==> src/design/pkes_pkg.sv <==
// Package for the panel key and encoder scanner: word types, codes and tables.
// Used by every module of the scanner; depends on nothing else.
package pkes_pkg;

  // table geometry and field widths
  localparam int TABLE_ROWS  = 6;
  localparam int CFG_INDEX_W = 1;
  localparam int CFG_DATA_W  = 4;

  // operation codes
  localparam logic OP_SAMPLE  = 1'b0;
  localparam logic OP_COMMAND = 1'b1;

  // configuration register indexes
  localparam logic [CFG_INDEX_W-1:0] REG_BUTTON_CONFIRM  = 1'b0;
  localparam logic [CFG_INDEX_W-1:0] REG_ENCODER_CONFIRM = 1'b1;

  // reset values of the confirm counts
  localparam logic [3:0] BUTTON_CONFIRM_RESET  = 4'd3;
  localparam logic [3:0] ENCODER_CONFIRM_RESET = 4'd5;

  // host command codes (low 7 bits)
  localparam logic [6:0] CMD_RELAY_ONE  = 7'd1;
  localparam logic [6:0] CMD_RELAY_SYNC = 7'd3;
  localparam logic [6:0] CMD_POWER_OFF  = 7'd4;

  // special key codes
  localparam logic [7:0] POWER_KEY     = 8'hFF;
  localparam logic [7:0] POWER_ON_CODE = 8'h8B;
  localparam logic [7:0] RELEASE_MASK  = 8'h7F;
  localparam logic [7:0] RIGHT_FLAG    = 8'h80;
  localparam logic [3:0] COUNT_MAX     = 4'd15;

  // input word, fields in order
  typedef struct packed {
    logic       operation;
    logic [2:0] row;
    logic [7:0] sample;
    logic [7:0] command;
  } in_word_t;

  // result word, fields in order
  typedef struct packed {
    logic       code_valid;
    logic [7:0] key_code;
    logic       relay_one_low;
    logic       relay_two_low;
    logic       relay_sync_low;
    logic       power_on;
  } out_word_t;

  // classified word passed from front to back
  typedef struct packed {
    logic       is_command;
    logic       row_ok;
    logic [2:0] row;
    logic [7:0] sample;
    logic [7:0] command;
    logic       button_need;
    logic       press_found;
    logic [7:0] press_code;
    logic [2:0] press_bit;
    logic [7:0] enc_first;
    logic [7:0] enc_second;
  } cls_word_t;

  // button bits of each row
  function automatic logic [7:0] button_mask(input logic [2:0] r);
    logic [7:0] m;
    case (r)
      3'd3:    m = 8'h91;
      3'd4:    m = 8'hBF;
      default: m = 8'h81;
    endcase
    return m;
  endfunction

  // press code of a row and bit, zero where no button sits
  function automatic logic [7:0] press_code(input logic [2:0] r, input logic [2:0] b);
    logic [7:0] c;
    c = 8'h00;
    case (r)
      3'd0: begin
        if (b == 3'd0) c = 8'h81;
        if (b == 3'd7) c = 8'h8D;
      end
      3'd1: begin
        if (b == 3'd0) c = 8'h83;
        if (b == 3'd7) c = 8'h8E;
      end
      3'd2: begin
        if (b == 3'd0) c = 8'h85;
        if (b == 3'd7) c = 8'h8F;
      end
      3'd3: begin
        if (b == 3'd0) c = 8'h87;
        if (b == 3'd4) c = 8'h88;
        if (b == 3'd7) c = 8'h90;
      end
      3'd4: begin
        case (b)
          3'd0:    c = 8'h89;
          3'd1:    c = 8'h8A;
          3'd2:    c = 8'h84;
          3'd3:    c = 8'h8C;
          3'd4:    c = 8'h86;
          3'd5:    c = 8'h82;
          3'd7:    c = 8'h91;
          default: c = 8'h00;
        endcase
      end
      3'd5: begin
        if (b == 3'd0) c = POWER_KEY;
        if (b == 3'd7) c = 8'h92;
      end
      default: c = 8'h00;
    endcase
    return c;
  endfunction

  // base code of the encoder on bits 1 and 2
  function automatic logic [7:0] enc_first_base(input logic [2:0] r);
    logic [7:0] c;
    case (r)
      3'd0:    c = 8'h14;
      3'd1:    c = 8'h16;
      3'd2:    c = 8'h18;
      3'd3:    c = 8'h1A;
      3'd5:    c = 8'h1B;
      default: c = 8'h00;
    endcase
    return c;
  endfunction

  // base code of the encoder on bits 4 and 5
  function automatic logic [7:0] enc_second_base(input logic [2:0] r);
    logic [7:0] c;
    case (r)
      3'd0:    c = 8'h15;
      3'd1:    c = 8'h17;
      3'd2:    c = 8'h19;
      default: c = 8'h00;
    endcase
    return c;
  endfunction

endpackage

==> src/design/pkes_front.sv <==
// Front end of the scanner: takes input words and classifies them by table lookup.
// Depends on pkes_pkg; feeds pkes_queue.
module pkes_front #(
  parameter int SCAN_ROWS = 6
) (
  input  pkes_pkg::in_word_t  word,
  output pkes_pkg::cls_word_t cls
);

  localparam int ROWS_USED = (SCAN_ROWS < pkes_pkg::TABLE_ROWS) ? SCAN_ROWS
                                                                 : pkes_pkg::TABLE_ROWS;

  logic [7:0] mask;
  logic       found;
  logic [7:0] code;
  logic [2:0] bit_idx;

  // first pressed button bit, lowest bit wins
  always_comb begin
    found   = 1'b0;
    code    = 8'h00;
    bit_idx = 3'd0;
    for (int b = 7; b >= 0; b--) begin
      if (pkes_pkg::press_code(word.row, 3'(b)) != 8'h00 && !word.sample[b]) begin
        found   = 1'b1;
        code    = pkes_pkg::press_code(word.row, 3'(b));
        bit_idx = 3'(b);
      end
    end
  end

  assign mask = pkes_pkg::button_mask(word.row);

  // classified word
  always_comb begin
    cls.is_command  = (word.operation == pkes_pkg::OP_COMMAND);
    cls.row_ok      = (word.row < 3'(ROWS_USED));
    cls.row         = word.row;
    cls.sample      = word.sample;
    cls.command     = word.command;
    cls.button_need = ((word.sample & mask) != mask);
    cls.press_found = found;
    cls.press_code  = code;
    cls.press_bit   = bit_idx;
    cls.enc_first   = pkes_pkg::enc_first_base(word.row);
    cls.enc_second  = pkes_pkg::enc_second_base(word.row);
  end

endmodule

==> src/design/pkes_queue.sv <==
// Two-entry queue of classified words between front and back of the scanner.
// Depends on pkes_pkg.
module pkes_queue (
  input  logic                clk,
  input  logic                rst,
  input  logic                push,
  input  pkes_pkg::cls_word_t push_word,
  output logic                full,
  input  logic                pop,
  output logic                not_empty,
  output pkes_pkg::cls_word_t pop_word
);

  localparam int DEPTH = 2;

  pkes_pkg::cls_word_t entries [DEPTH];
  logic                wr_ptr;
  logic                rd_ptr;
  logic [1:0]          count;

  assign full      = (count == 2'(DEPTH));
  assign not_empty = (count != 2'd0);
  assign pop_word  = entries[rd_ptr];

  // storage
  always_ff @(posedge clk) begin
    if (push) begin
      entries[wr_ptr] <= push_word;
    end
  end

  // pointers and fill count
  always_ff @(posedge clk) begin
    if (rst) begin
      wr_ptr <= 1'b0;
      rd_ptr <= 1'b0;
      count  <= 2'd0;
    end else begin
      if (push) wr_ptr <= ~wr_ptr;
      if (pop)  rd_ptr <= ~rd_ptr;
      case ({push, pop})
        2'b10:   count <= count + 2'd1;
        2'b01:   count <= count - 2'd1;
        default: count <= count;
      endcase
    end
  end

`ifndef SYNTH
  a_no_overflow: assert property (@(posedge clk) disable iff (rst)
    push |-> (count != 2'(DEPTH) || pop))
    else $error("queue written while full");

  a_no_underflow: assert property (@(posedge clk) disable iff (rst)
    pop |-> count != 2'd0)
    else $error("queue read while empty");
`endif

endmodule

==> src/design/pkes_back.sv <==
// Back end of the scanner: row state, qualifying, key hold, encoders, relays, power.
// Depends on pkes_pkg; drains pkes_queue into a one-word output register.
module pkes_back #(
  parameter int SCAN_ROWS = 6
) (
  input  logic                                 clk,
  input  logic                                 rst,
  input  logic                                 cfg_write,
  input  logic [pkes_pkg::CFG_INDEX_W-1:0]     cfg_index,
  input  logic [pkes_pkg::CFG_DATA_W-1:0]      cfg_data,
  input  logic                                 q_valid,
  input  pkes_pkg::cls_word_t                  q_word,
  output logic                                 q_pop,
  output logic                                 result_valid,
  input  logic                                 result_ready,
  output pkes_pkg::out_word_t                  result
);

  localparam int ROWS_USED = (SCAN_ROWS < pkes_pkg::TABLE_ROWS) ? SCAN_ROWS
                                                                 : pkes_pkg::TABLE_ROWS;
  localparam int ROW_IDX_W = (ROWS_USED > 1) ? $clog2(ROWS_USED) : 1;

  // state
  logic [7:0] row_previous [ROWS_USED];
  logic [3:0] button_confirm;
  logic [3:0] encoder_confirm;
  logic [2:0] qualify_row,   qualify_row_next;
  logic [7:0] qualify_value, qualify_value_next;
  logic [3:0] qualify_count, qualify_count_next;
  logic       key_held,      key_held_next;
  logic [2:0] held_row,      held_row_next;
  logic [2:0] held_bit,      held_bit_next;
  logic [7:0] release_code,  release_code_next;
  logic [2:0] relay_bits,    relay_bits_next;
  logic       power_flag,    power_flag_next;

  logic                 prev_write;
  logic [ROW_IDX_W-1:0] row_idx;
  logic [7:0]           prev;
  logic [7:0]           code;
  logic [7:0]           enc_code;
  logic [3:0]           count_new;
  logic [3:0]           need;
  logic [6:0]           cmd_key;
  logic [1:0]           relay_idx;
  logic                 take;

  // one encoder pair: left on the lower bit rising, right on the upper
  function automatic logic [7:0] decode_pair(input logic [1:0] now, input logic [1:0] was,
                                             input logic [7:0] base);
    logic [7:0] c;
    c = 8'h00;
    if (base != 8'h00 && now == 2'b11) begin
      if (!was[0]) c = base;
      if (!was[1]) c = base | pkes_pkg::RIGHT_FLAG;
    end
    return c;
  endfunction

  assign take    = !result_valid || result_ready;
  assign q_pop   = q_valid && take;
  assign row_idx = q_word.row[ROW_IDX_W-1:0];
  assign prev    = q_word.row_ok ? row_previous[row_idx] : 8'hFF;

  // encoder decode, second pair only when the first is quiet
  always_comb begin
    enc_code = decode_pair(q_word.sample[2:1], prev[2:1], q_word.enc_first);
    if (enc_code == 8'h00) begin
      enc_code = decode_pair(q_word.sample[5:4], prev[5:4], q_word.enc_second);
    end
  end

  // qualify count and required count
  always_comb begin
    if (qualify_count != 4'd0 && qualify_row == q_word.row
        && qualify_value == q_word.sample) begin
      count_new = (qualify_count == pkes_pkg::COUNT_MAX) ? qualify_count
                                                           : qualify_count + 4'd1;
    end else begin
      count_new = 4'd1;
    end
    need = q_word.button_need ? button_confirm : encoder_confirm;
    if (need == 4'd0) need = 4'd1;
  end

  assign cmd_key   = q_word.command[6:0];
  assign relay_idx = cmd_key[1:0] - 2'd1;

  // per-word update
  always_comb begin
    qualify_row_next   = qualify_row;
    qualify_value_next = qualify_value;
    qualify_count_next = qualify_count;
    key_held_next      = key_held;
    held_row_next      = held_row;
    held_bit_next      = held_bit;
    release_code_next  = release_code;
    relay_bits_next    = relay_bits;
    power_flag_next    = power_flag;
    prev_write         = 1'b0;
    code               = 8'h00;
    if (q_word.is_command) begin
      if (cmd_key inside {[pkes_pkg::CMD_RELAY_ONE:pkes_pkg::CMD_RELAY_SYNC]}) begin
        relay_bits_next[relay_idx] = q_word.command[7];
      end else if (cmd_key == pkes_pkg::CMD_POWER_OFF && power_flag) begin
        relay_bits_next = 3'b000;
        power_flag_next = 1'b0;
      end
    end else if (q_word.row_ok) begin
      if (key_held) begin
        // waiting for the held bit to come back
        if (q_word.row == held_row && q_word.sample[held_bit]) begin
          key_held_next = 1'b0;
          prev_write    = 1'b1;
          code          = release_code;
        end
      end else if (q_word.sample == prev) begin
        if (qualify_row == q_word.row) qualify_count_next = 4'd0;
      end else begin
        qualify_row_next   = q_word.row;
        qualify_value_next = q_word.sample;
        if (count_new < need) begin
          qualify_count_next = count_new;
        end else begin
          qualify_count_next = 4'd0;
          // accepted row value
          if (q_word.press_found) begin
            if (q_word.press_code == pkes_pkg::POWER_KEY) begin
              if (!power_flag) begin
                power_flag_next   = 1'b1;
                key_held_next     = 1'b1;
                held_row_next     = q_word.row;
                held_bit_next     = q_word.press_bit;
                release_code_next = 8'h00;
              end else begin
                prev_write = 1'b1;
                code       = pkes_pkg::POWER_ON_CODE;
              end
            end else begin
              key_held_next     = 1'b1;
              held_row_next     = q_word.row;
              held_bit_next     = q_word.press_bit;
              release_code_next = q_word.press_code & pkes_pkg::RELEASE_MASK;
              code              = q_word.press_code;
            end
          end else begin
            prev_write = 1'b1;
            code       = enc_code;
          end
        end
      end
    end
  end

  // configuration registers
  always_ff @(posedge clk) begin
    if (rst) begin
      button_confirm  <= pkes_pkg::BUTTON_CONFIRM_RESET;
      encoder_confirm <= pkes_pkg::ENCODER_CONFIRM_RESET;
    end else if (cfg_write) begin
      case (cfg_index)
        pkes_pkg::REG_BUTTON_CONFIRM:  button_confirm  <= cfg_data;
        pkes_pkg::REG_ENCODER_CONFIRM: encoder_confirm <= cfg_data;
        default: ;
      endcase
    end
  end

  // stored row states
  always_ff @(posedge clk) begin
    if (rst) begin
      for (int i = 0; i < ROWS_USED; i++) row_previous[i] <= 8'hFF;
    end else if (q_pop && prev_write) begin
      row_previous[row_idx] <= q_word.sample;
    end
  end

  // scanner state
  always_ff @(posedge clk) begin
    if (rst) begin
      qualify_row   <= 3'd0;
      qualify_value <= 8'h00;
      qualify_count <= 4'd0;
      key_held      <= 1'b0;
      held_row      <= 3'd0;
      held_bit      <= 3'd0;
      release_code  <= 8'h00;
      relay_bits    <= 3'b000;
      power_flag    <= 1'b0;
    end else if (q_pop) begin
      qualify_row   <= qualify_row_next;
      qualify_value <= qualify_value_next;
      qualify_count <= qualify_count_next;
      key_held      <= key_held_next;
      held_row      <= held_row_next;
      held_bit      <= held_bit_next;
      release_code  <= release_code_next;
      relay_bits    <= relay_bits_next;
      power_flag    <= power_flag_next;
    end
  end

  // output register
  always_ff @(posedge clk) begin
    if (rst) begin
      result_valid <= 1'b0;
    end else if (take) begin
      result_valid <= q_valid;
    end
  end

  always_ff @(posedge clk) begin
    if (q_pop) begin
      result.code_valid     <= (code != 8'h00);
      result.key_code       <= code;
      result.relay_one_low  <= relay_bits_next[0];
      result.relay_two_low  <= relay_bits_next[1];
      result.relay_sync_low <= relay_bits_next[2];
      result.power_on       <= power_flag_next;
    end
  end

`ifndef SYNTH
  a_code_flag: assert property (@(posedge clk) disable iff (rst)
    result_valid |-> (result.code_valid == (result.key_code != 8'h00)))
    else $error("code_valid does not match key_code");

  a_power_holds: assert property (@(posedge clk) disable iff (rst)
    $rose(power_flag) |-> $rose(key_held))
    else $error("power came on without holding the power key");

  a_release_word: assert property (@(posedge clk) disable iff (rst)
    $fell(key_held) |-> (result.key_code == $past(release_code)))
    else $error("release did not emit the stored release code");
`endif

endmodule

==> src/design/panel_key_encoder_scanner.sv <==
// Top level of the panel key and encoder scanner: front classifier, queue, back end.
// Depends on pkes_pkg, pkes_front, pkes_queue and pkes_back.
//
// Takes one word per cycle while item_ready is high, either a scan row sample or a
// host command byte, and returns exactly one result word for each. A word moves
// through the combinational classifier into a two-entry queue, and the back end
// retires one queued word per cycle into the output register while that register is
// empty or result_ready is high. The queue is registered and so is the output, and
// the block sustains one word per cycle as long as result_ready stays high. The back
// end's state update (row state, qualify count, key hold, relays, power) is what sets
// that rate. Row states reset to all released; the confirm counts are written through
// the cfg port, which the user must do only while idle; the block does not enforce it.
module panel_key_encoder_scanner #(
  parameter int SCAN_ROWS = 6
) (
  input  logic                             clk,
  input  logic                             rst,
  input  logic                             item_valid,
  output logic                             item_ready,
  input  pkes_pkg::in_word_t               item,
  output logic                             result_valid,
  input  logic                             result_ready,
  output pkes_pkg::out_word_t              result,
  input  logic                             cfg_write,
  input  logic [pkes_pkg::CFG_INDEX_W-1:0] cfg_index,
  input  logic [pkes_pkg::CFG_DATA_W-1:0]  cfg_data
);

  pkes_pkg::cls_word_t cls;
  pkes_pkg::cls_word_t q_word;
  logic                q_full;
  logic                q_valid;
  logic                q_pop;
  logic                push;

  assign item_ready = !q_full;
  assign push       = item_valid && item_ready;

  // classify incoming word
  pkes_front #(
    .SCAN_ROWS(SCAN_ROWS)
  ) u_front (
    .word(item),
    .cls (cls)
  );

  // decoupling queue
  pkes_queue u_queue (
    .clk      (clk),
    .rst      (rst),
    .push     (push),
    .push_word(cls),
    .full     (q_full),
    .pop      (q_pop),
    .not_empty(q_valid),
    .pop_word (q_word)
  );

  // state update and output register
  pkes_back #(
    .SCAN_ROWS(SCAN_ROWS)
  ) u_back (
    .clk         (clk),
    .rst         (rst),
    .cfg_write   (cfg_write),
    .cfg_index   (cfg_index),
    .cfg_data    (cfg_data),
    .q_valid     (q_valid),
    .q_word      (q_word),
    .q_pop       (q_pop),
    .result_valid(result_valid),
    .result_ready(result_ready),
    .result      (result)
  );

endmodule
==> config.mk <==
export PLATFORM = sky130hd
export DESIGN_NAME = panel_key_encoder_scanner
export DESIGN_NICKNAME = d
export VERILOG_FILES = /design/src/design/pkes_pkg.sv /design/src/design/pkes_front.sv /design/src/design/pkes_queue.sv /design/src/design/pkes_back.sv /design/src/design/panel_key_encoder_scanner.sv
export SDC_FILE = /design/constraint.sdc
export NUM_CORES = 1
export LEC_CHECK = 0
export BUFFER_PORTS_ARGS = -buffer_cell sky130_fd_sc_hd__buf_2
export CAP_MARGIN = 25
export CORE_UTILIZATION = 53
export CTS_CLUSTER_SIZE = 16
export DETAILED_ROUTE_END_ITERATION = 10
export GPL_TIMING_DRIVEN = 0
export PLACE_DENSITY_LB_ADDON = 0.15
export REMOVE_ABC_BUFFERS = 1
export SYNTH_ARGS = -nofsm -noshare
export SYNTH_HDL_FRONTEND = slang
export SYNTH_SLANG_ARGS = --single-unit
==> constraint.sdc <==
create_clock -name clk -period 7.4 [get_ports clk]
set_input_delay 0.37 -clock clk [delete_from_list [all_inputs] [get_ports clk]]
set_output_delay 0.37 -clock clk [all_outputs]
set_load 0.1 [all_outputs]
==> impl_results.md <==
* Overall routing resource usage at 26.0%
* Synth top area cells: edfxtp_1 46%, dfxtp_1 8.8%, mux2i_1 3.5%
* Placed Cells at 1210
* Required time worst endpoint at 7.56 ns
* Drt wl/cell at 20.6 µm
* DP Wirelength at 17.3 mm
* Routing usage on met1 at 38.0%
* H-tree Lvls at 1
* Initial antenna violation count at 0
* Ports at 45
* Inserted Clock Buffers at 23
* Yosys top cell by area: edfxtp_1
* Max capacitance violation total at 0
* Die Area at 20300 µm²
* Area Overhead vs Synth at 12.4%
* Setup CP Type: flop to flop
* Worst skew pair latency at 0.51 ns
* Die Ht at 143 µm
* Yosys cell types at 77
* Outcome: completed
* GRT overflow at 0
* PD cells at 375 nW/µm²
* Hold Crit Class: input port to flop
* Fin worst setup slack at 1.23 ns
* Antenna Cells at 0
* Drt first pass iters at 5
* Post-route ant nets at 0
* Post-route insts no fill at 1255
* Busiest grt layer: met2
* Met3 Usage GRT at 3.50%
* Root Buffer: clkbuf_16
* Worst slack, placed at 1.26 ns
* Average size of a mapped cell at 11.0 µm²
* RSZ-0062 raised after global routing: false
* I/O Buffers at 44
* Met2 global-route usage at 39.6%
* TritonCTS clock tree: done
* Post-synth EDFFs at 160
* DRC viols at 0
* Critical Path Fanout Max at 50
* Vias/cell at 6.26
* Post-CTS Resized at 0
* Vias in the first global route at 7271
* Clk pin slew, worst setup/hold paths at 0.06 ns
* Period utilization at 83.4%
* Async S/R FF share, synth at 0%
* Clock tree buffer depth at 3
* Yosys reg bits at 206
* Worst EP arrival at 6.33 ns
* Startpoint Class: flop
* Highest clock rate at 0.162 GHz
* Hold_ws at 0.0436 ns
* Clk sinks at 206
* Reg-to-reg setup timing slack at 1.23 ns
* Final setup viols at 0
* Final GP Congestion at 0.869
* Top FF cell, synth: edfxtp_1
* Sequential area share after synthesis at 54.7%
* Cts hold-fix bufs at 0
* Worst-Margin Slew at 1.11 ns
* Routed Wire Length at 25.9 mm
* Max IR drop VDD at 0.209 mV
* First-pass GRT wire length at 40.1 mm
* Layout cells sized above 1 at 15.8%
* # Post-CTS Setup Buffers at 0
* Synth warn at 0
* Worst setup EP type: flop
* Cell area after placement at 10800 µm²
* Initial Util at 54.0%
* LEAKAGE at 3.85 nW
* Vias at 7859
* Largest net degree at the start of global routing at 55
* Layout Nets at 1009
* Skew final at 0.0114 ns
* Post-route cell area at 11800 µm²
* Die width at 143 µm
* Post-Synthesis Cells at 954
* Core box area at 19400 µm²
* Slew Limit Fails at 0
* Mapped Area at 10500 µm²
* Synth top area share at 45.9%
* Slew headroom at 24.2%
* Min Tclk post-route at 6.17 ns
* Final hold viol count at 0
* # rows at 51
* Initial drt markers at 793
[routing by layer]
layer  share of wire (%)  up-vias
li1                    -     3680
met4                 3.1        0
met2                  45      301
met3                 6.9       58
met1                  44     3820
met5                   0        -
[cells in the final DEF, fill, tap and decap left out, drive strengths merged, types with 8 or more instances in the layout]
| cell type | count |
|---|---|
| a211o | 8 |
| a211oi | 24 |
| a21oi | 56 |
| a221oi | 9 |
| a22o | 12 |
| and3 | 8 |
| buf | 53 |
| clkbuf | 30 |
| dfxtp | 46 |
| edfxtp | 160 |
| inv | 14 |
| mux2 | 19 |
| mux2i | 40 |
| nand2 | 94 |
| nand2b | 10 |
| nand3 | 25 |
| nand4 | 47 |
| nor2 | 95 |
| nor2b | 24 |
| nor3 | 21 |
| o21ai | 37 |
| o22ai | 12 |
| xnor2 | 21 |
[area by class of cell]
class                      count  area, µm²
inverter                      12       45.0
timing repair buffer          53        402
sequential                   206       5730
multi-input combinational    677       4410
tap                          265        332
fill                        1631       7630
clock buffer                  30        657
clock inverter                12        195
[worst max-delay path: stages, from the launching register on]
cell and delay [ns]:
dfxtp_4 0.65, buf_16 0.32, mux2i_1 0.94, xnor2_1 0.14, nor4_1 0.31, nand4_1 0.30, nor3_1 0.34, ha_1 0.23
a211o_1 0.12, o22ai_2 0.10, a31oi_1 0.79, a21o_2 0.91, and3_1 0.57
[kinds of logic after synthesis]
kind of cell	synth area share, %
AO/OA/AOI/OAI	15.4
XOR/XNOR	2.01
adder cells (fa/ha/maj)	0.717
buffers and inverters	3.48
flip-flops	54.7
multiplexers	6.61
AND/OR/NAND/NOR	17.1
[sequential cells by signal, indices dropped and copies added, names as in the netlist, 4 cells and up, named ones only]
| register | cells |
|---|---|
| u_back.encoder_confirm | 4 |
| u_back.button_confirm | 4 |
| u_back.result | 12 |
| u_queue.entries | 84 |
| u_back.qualify_value | 8 |
| u_back.row_previous | 64 |
| u_back.qualify_count | 4 |
| u_back.release_code | 6 |
[metrics by stage]
step | power, W | TNS, ns | utilization [%]
after floorplan | 0.00270 | 0 | -
after global placement | 0.00311 | -140.39 | 55.2
after detailed placement | 0.00313 | 0 | 55.9
after CTS | 0.00439 | 0 | 60.3
after global routing | 0.00460 | 0 | 60.7
final | 0.00441 | 0 | 60.7
[cell usage after synthesis, drive strengths merged (6+ instances only)]
| cell | count |
|---|---|
| mux2 | 19 |
| nand2 | 94 |
| nor2b | 24 |
| and2 | 7 |
| a31oi | 7 |
| inv | 12 |
| a211o | 8 |
| a21oi | 56 |
| o32ai | 7 |
| a31o | 7 |
| a221oi | 9 |
| ha | 6 |
| dfxtp | 46 |
| and3 | 8 |
| nor2 | 95 |
| nor3 | 21 |
| edfxtp | 160 |
| nand2b | 10 |
| a211oi | 24 |
| buf | 33 |
| o21ai | 37 |
| nand4 | 47 |
| nand3 | 25 |
| a22o | 12 |
| clkbuf | 26 |
| o22ai | 12 |
| a22oi | 7 |
| or2 | 7 |
| mux2i | 40 |
| nor4 | 6 |
| xnor2 | 21 |
[final timing paths]
check	to	startpoint	cells past startpoint
max	u_back.row_previous[7][5]$_DFFE_PP_	flop	12
min	u_queue.entries[0][28]$_DFFE_PP_	item[5]	1
max reg2reg	u_back.row_previous[7][5]$_DFFE_PP_	flop	12
min reg2reg	u_back.relay_bits[1]$_SDFFE_PP0P_	u_back.relay_bits[1]$_SDFFE_PP0P_	2
[report_power, final]
group	switching [W]	leakage (nW)	internal, W
clock network	0.000467	0.420	0.000802
logic	0.00112	1.65	0.000509
registers	0.000104	1.78	0.00141
total	0.00169	3.85	0.00272
Note: power is estimated with default switching activity, not from simulation.
